### src/rtl/assert_macros.svh
// Assertion macros shared by the windowed pulse statistics RTL.
`ifndef ASSERT_MACROS_SVH
`define ASSERT_MACROS_SVH

// The property must hold at every clock edge outside reset.
`define WPS_ASSERT(lbl, prop, msg) \
  lbl: assert property (@(posedge clk_i) disable iff (!rst_ni) prop) else $error(msg);

// The expression must never be true outside reset.
`define WPS_ASSERT_NEVER(lbl, prop, msg) \
  lbl: assert property (@(posedge clk_i) disable iff (!rst_ni) !(prop)) else $error(msg);

`endif

### src/rtl/wps_pkg.sv
// Types, widths and micro-operation codes of the windowed pulse statistics block.
package wps_pkg;

  localparam int WINDOW_DEF = 1024;

  localparam int CH_W    = 24;
  localparam int PK_W    = 16;
  localparam int SC_W    = 16;
  localparam int ST_W    = 24;
  localparam int CTOT_W  = 36;
  localparam int PTOT_W  = 28;
  localparam int CSQ_W   = 59;
  localparam int PSQ_W   = 43;
  localparam int MA_W    = 59;
  localparam int MB_W    = 36;
  localparam int PROD_W  = 72;
  localparam int DIV_W   = 40;
  localparam int DVS_W   = 16;
  localparam int RAD_W   = 72;
  localparam int ROOT_W  = 36;
  localparam int SR_W    = ROOT_W + 3;
  localparam int DCNT_W  = $clog2(DIV_W + 1);
  localparam int SCNT_W  = $clog2(RAD_W / 2 + 1);
  localparam int VAR_SH  = 16;
  localparam int RAM_W   = CH_W + 2 * PK_W;

  typedef enum logic [4:0] {
    OP_CHARGE_DIV,
    OP_READ_OLD,
    OP_SUB_OLD,
    OP_OC2,
    OP_OP2,
    OP_OB2,
    OP_WRITE,
    OP_NC2,
    OP_NP2,
    OP_NB2,
    OP_MEAN_C,
    OP_MEAN_P,
    OP_MEAN_B,
    OP_NS2_C,
    OP_S1SQ_C,
    OP_SQRT_C,
    OP_DEVDIV_C,
    OP_NS2_P,
    OP_S1SQ_P,
    OP_SQRT_P,
    OP_DEVDIV_P,
    OP_NS2_B,
    OP_S1SQ_B,
    OP_SQRT_B,
    OP_DEVDIV_B,
    OP_END
  } op_e;

  typedef enum logic [1:0] {
    S_IDLE,
    S_ISSUE,
    S_WAIT,
    S_OUT
  } state_e;

  typedef struct packed {
    logic load;
    logic start;
    logic commit;
    logic publish;
    op_e  op;
  } cmd_t;

  typedef struct packed {
    logic rec;
    logic evict;
    logic nonempty;
    logic busy;
  } status_t;

endpackage

### src/rtl/wps_ctrl.sv
// Controller that steps through the micro-operations of one pulse event.
module wps_ctrl import wps_pkg::*; (
  input  logic    clk_i,
  input  logic    rst_ni,
  input  logic    in_valid_i,
  output logic    in_ready_o,
  output logic    out_valid_o,
  input  logic    out_ready_i,
  input  status_t status_i,
  output cmd_t    cmd_o
);

  state_e state_q, state_d;
  op_e    pc_q, pc_d;
  logic   out_valid_q, out_valid_d;
  logic   op_en;

  always_ff @(posedge clk_i or negedge rst_ni) begin
    if (!rst_ni) begin
      state_q     <= S_IDLE;
      pc_q        <= OP_CHARGE_DIV;
      out_valid_q <= 1'b0;
    end else begin
      state_q     <= state_d;
      pc_q        <= pc_d;
      out_valid_q <= out_valid_d;
    end
  end

  always_comb begin
    case (pc_q)
      OP_READ_OLD, OP_SUB_OLD, OP_OC2, OP_OP2, OP_OB2: op_en = status_i.evict;
      OP_WRITE, OP_NC2, OP_NP2, OP_NB2:                op_en = status_i.rec;
      OP_CHARGE_DIV, OP_END:                           op_en = 1'b1;
      default:                                         op_en = status_i.nonempty;
    endcase
  end

  always_comb begin
    state_d     = state_q;
    pc_d        = pc_q;
    cmd_o       = '0;
    cmd_o.op    = pc_q;
    out_valid_d = out_valid_q && !out_ready_i;
    case (state_q)
      S_IDLE: begin
        if (in_valid_i) begin
          cmd_o.load = 1'b1;
          pc_d       = OP_CHARGE_DIV;
          state_d    = S_ISSUE;
        end
      end
      S_ISSUE: begin
        if (pc_q == OP_END) begin
          state_d = S_OUT;
        end else if (op_en) begin
          cmd_o.start = 1'b1;
          state_d     = S_WAIT;
        end else begin
          pc_d = op_e'(pc_q + 5'd1);
        end
      end
      S_WAIT: begin
        if (!status_i.busy) begin
          cmd_o.commit = 1'b1;
          pc_d         = op_e'(pc_q + 5'd1);
          state_d      = S_ISSUE;
        end
      end
      S_OUT: begin
        if (!out_valid_q || out_ready_i) begin
          cmd_o.publish = 1'b1;
          out_valid_d   = 1'b1;
          state_d       = S_IDLE;
        end
      end
      default: state_d = S_IDLE;
    endcase
  end

  assign in_ready_o  = (state_q == S_IDLE);
  assign out_valid_o = out_valid_q;

endmodule

### config.mk
export PLATFORM = sky130hd
export DESIGN_NAME = wps_ctrl
export DESIGN_NICKNAME = d
export VERILOG_FILES = /design/src/rtl/assert_macros.svh /design/src/rtl/wps_pkg.sv /design/src/rtl/wps_ctrl.sv
export SDC_FILE = /design/constraint.sdc
export NUM_CORES = 1
export LEC_CHECK = 0
export BUFFER_PORTS_ARGS = -buffer_cell sky130_fd_sc_hd__buf_2
export CAP_MARGIN = 20
export CELL_PAD_IN_SITES_DETAIL_PLACEMENT = 1
export CELL_PAD_IN_SITES_GLOBAL_PLACEMENT = 2
export CORE_UTILIZATION = 26
export DETAILED_ROUTE_END_ITERATION = 7
export PLACE_DENSITY = 0.79
export RECOVER_POWER = 25
export REMOVE_ABC_BUFFERS = 1
export SLEW_MARGIN = 10
export SYNTH_ARGS = -nofsm -noshare
export SYNTH_HDL_FRONTEND = slang
export SYNTH_SLANG_ARGS = --single-unit
### constraint.sdc
create_clock -name clk_i -period 2.2 [get_ports clk_i]
set_clock_uncertainty 0.15 [all_clocks]
set_input_delay 0.22 -clock clk_i [delete_from_list [all_inputs] [get_ports clk_i]]
set_output_delay 0.22 -clock clk_i [all_outputs]
set_load 0.01 [all_outputs]
==> metrics.txt <==
status=finished with violations; failing checks=setup timing; CP Launch Type=register; maximum VDD drop=0.802 mV; total global routing track utilization=16.5%; synthesized area=~670 um^2; Hold Slack=around 0.11 ns; cells after synthesis=78; post-layout util=42.7%; final wirelength=approximately 2100 um; Worst Tran Pin Value=0.467 ns; die width=about 53 um; Top FF cell, synth=dfrtp_1; commonest cells after routing, fill and taps aside=buf_2, buf_4, inv_1; MaxCap Viol Count=0; post-synthesis area per instance=8.58 um^2; share of layout cells above drive strength 1=~44%; Core Box Area=2450 um^2; TritonCTS clock tree=built; Port Buffer Count=18; drt initial violations=1; initial core utilization=27.3%; Rel. slew slack=around two thirds; CP arrival=2.29 ns; cts bufs inserted=3; critical path type=reg2reg; initial antenna violation count=0; RSZ-0062 raised after global routing=yes; nature of the critical path endpoint=register; clk slew on worst S/H paths=0.06 ns; asr flop ratio synth=between 90% and 100%; diode count=0; I/O Pins=19; Final Max Slew Viols=0; row cnt=18; number of enable flip-flop cells after synthesis=0; commonest non-fill, non-tap cell in the layout=buf_2; final worst path period share=105%; die height=52.7 um; vias in the first global route=approximately 740; PwrDens=1600 nW/um^2; final hold violation count=0; Critical Path RT=roughly 2.2 ns; clock latency on the worst-skew pair=roughly 0.25 ns; Seq cells post-synth=8; Via Count=between 700 and 800; crit-path max FO=5; htree depth=1; largest net degree at the start of global routing=10; DP Wirelength=approximately 1400 um; DRT antenna net count=0; Tot Pwr=around 1.7 mW; setup ws final=-0.100 ns; 1st-pass router iterations=4; static leakage=around 0.49 nW; clock root buffer=clkbuf_4; Yosys warnings=0; Max Fclk=roughly 430 MHz; Max clock buf depth=2; die area=~2800 um^2; # setup viols final=3; gr ovfl total=0; Vias/cell=slightly above 5; min Tclk post-route=roughly 2.3 ns; Final Net Count=around 130; Area growth syn-to-layout=56.6%; synth unique cells=29; Hold Crit Class=in2reg; first-pass GRT wire length=approximately 3200 um; CTS sink count=8; gpl congestion=roughly 0.74; wire per inst=about 14 um; Remaining DRCs=0; register area share after synthesis=29.9%
[cell type report]
type / instances / area (um^2)
clock buffer: 3 / 22.5
inverter: 10 / 40.0
multi-input combinational: 59 / 539
tap: 30 / 37.5
fill: 304 / 1410
timing repair buffer: 33 / 208
sequential: 8 / 201
[state kept, by name, indices dropped and copies added, names as in the netlist]
name	flops
out_valid_o	1
pc_q	5
state_q	2
[cell usage after synthesis, types with 2 or more instances]
cell type | instances | share of area (%)
inv_1 | 10 | 5.6
dfrtp_1 | 8 | 30
ha_1 | 8 | 15
nand2_1 | 7 | 3.9
nand2b_1 | 5 | 4.7
nor2_1 | 4 | 2.2
o21ai_0 | 4 | 3.0
and2_1 | 3 | 2.8
nand3_1 | 3 | 2.2
nor2b_1 | 3 | 2.8
a21oi_1 | 2 | 1.5
a221oi_1 | 2 | 2.6
mux2i_1 | 2 | 3.0
o22a_1 | 2 | 2.6
[stage by stage]
step | std cells | area, um^2 | TNS [ns] | setup WS [ns]
floorplan | 77 | 666 | 0 | 0.0228
global placement | 131 | 838 | -0.0660 | -0.0456
detailed placement | 131 | 838 | -0.121 | -0.0794
CTS | 143 | 996 | -0.378 | -0.106
global route | 143 | 1050 | -0.612 | -0.182
finish | 143 | 1050 | -0.209 | -0.100
[worst paths after layout]
kind | depth (start not counted) | start | slack [ns] | end
max in group asynchronous | 2 | rst_ni | 1.27 | pc_q[0]
min reg2reg | 2 | out_valid_o | 0.37 | out_valid_o
max | 8 | pc_q[1] | -0.10 | pc_q[4]
max reg2reg | 8 | pc_q[1] | -0.10 | pc_q[4]
min in group asynchronous | 2 | rst_ni | 0.29 | out_valid_o
min | 3 | out_ready_i | 0.11 | out_valid_o
[power by group]
group	leakage [nW]	switching [mW]	total, mW	internal (mW)
Combinational	0.372	0.626	1.26	0.630
Clock	0.0138	0.0523	0.115	0.0626
Sequential	0.102	0.0922	0.303	0.211
Total	0.488	0.771	1.67	0.903
[repair_timing]
item	4_1_cts	5_1_grt
pin swaps	7	3
hold endpoints to repair	8	0
resized for setup	14	10
cloned	0	0
endpoints found under the setup margin	4	6
hold buffers	1	0
buffers inserted	8	0
[routing by layer]
metal | up-vias | GRT usage, % | part of all wire [%]
met1 | 353 | 17.2 | 38
met2 | 15 | 30.2 | 56
met4 | 0 | 7.46 | 2.4
li1 | 344 | - | -
met3 | 7 | 4.35 | 3.0
met5 | - | 0 | 0
[critical path, cell delays in order, from the launching register on]
cell,delay [ns]
dfrtp_1,0.40
buf_4,0.15
ha_4,0.16
nor4_4,0.30
o32a_1,0.26
o21ai_4,0.08
buf_4,0.16
a21o_1,0.21
a221o_1,0.32
[cell families after synthesis]
group | share of synthesized area (%)
simple gates | 22.2
compound gates | 23.7
buf+inv | 6.17
fa+ha+maj | 15.0
flops | 29.9
mux | 2.99
Power figures use the tool's default switching activity.
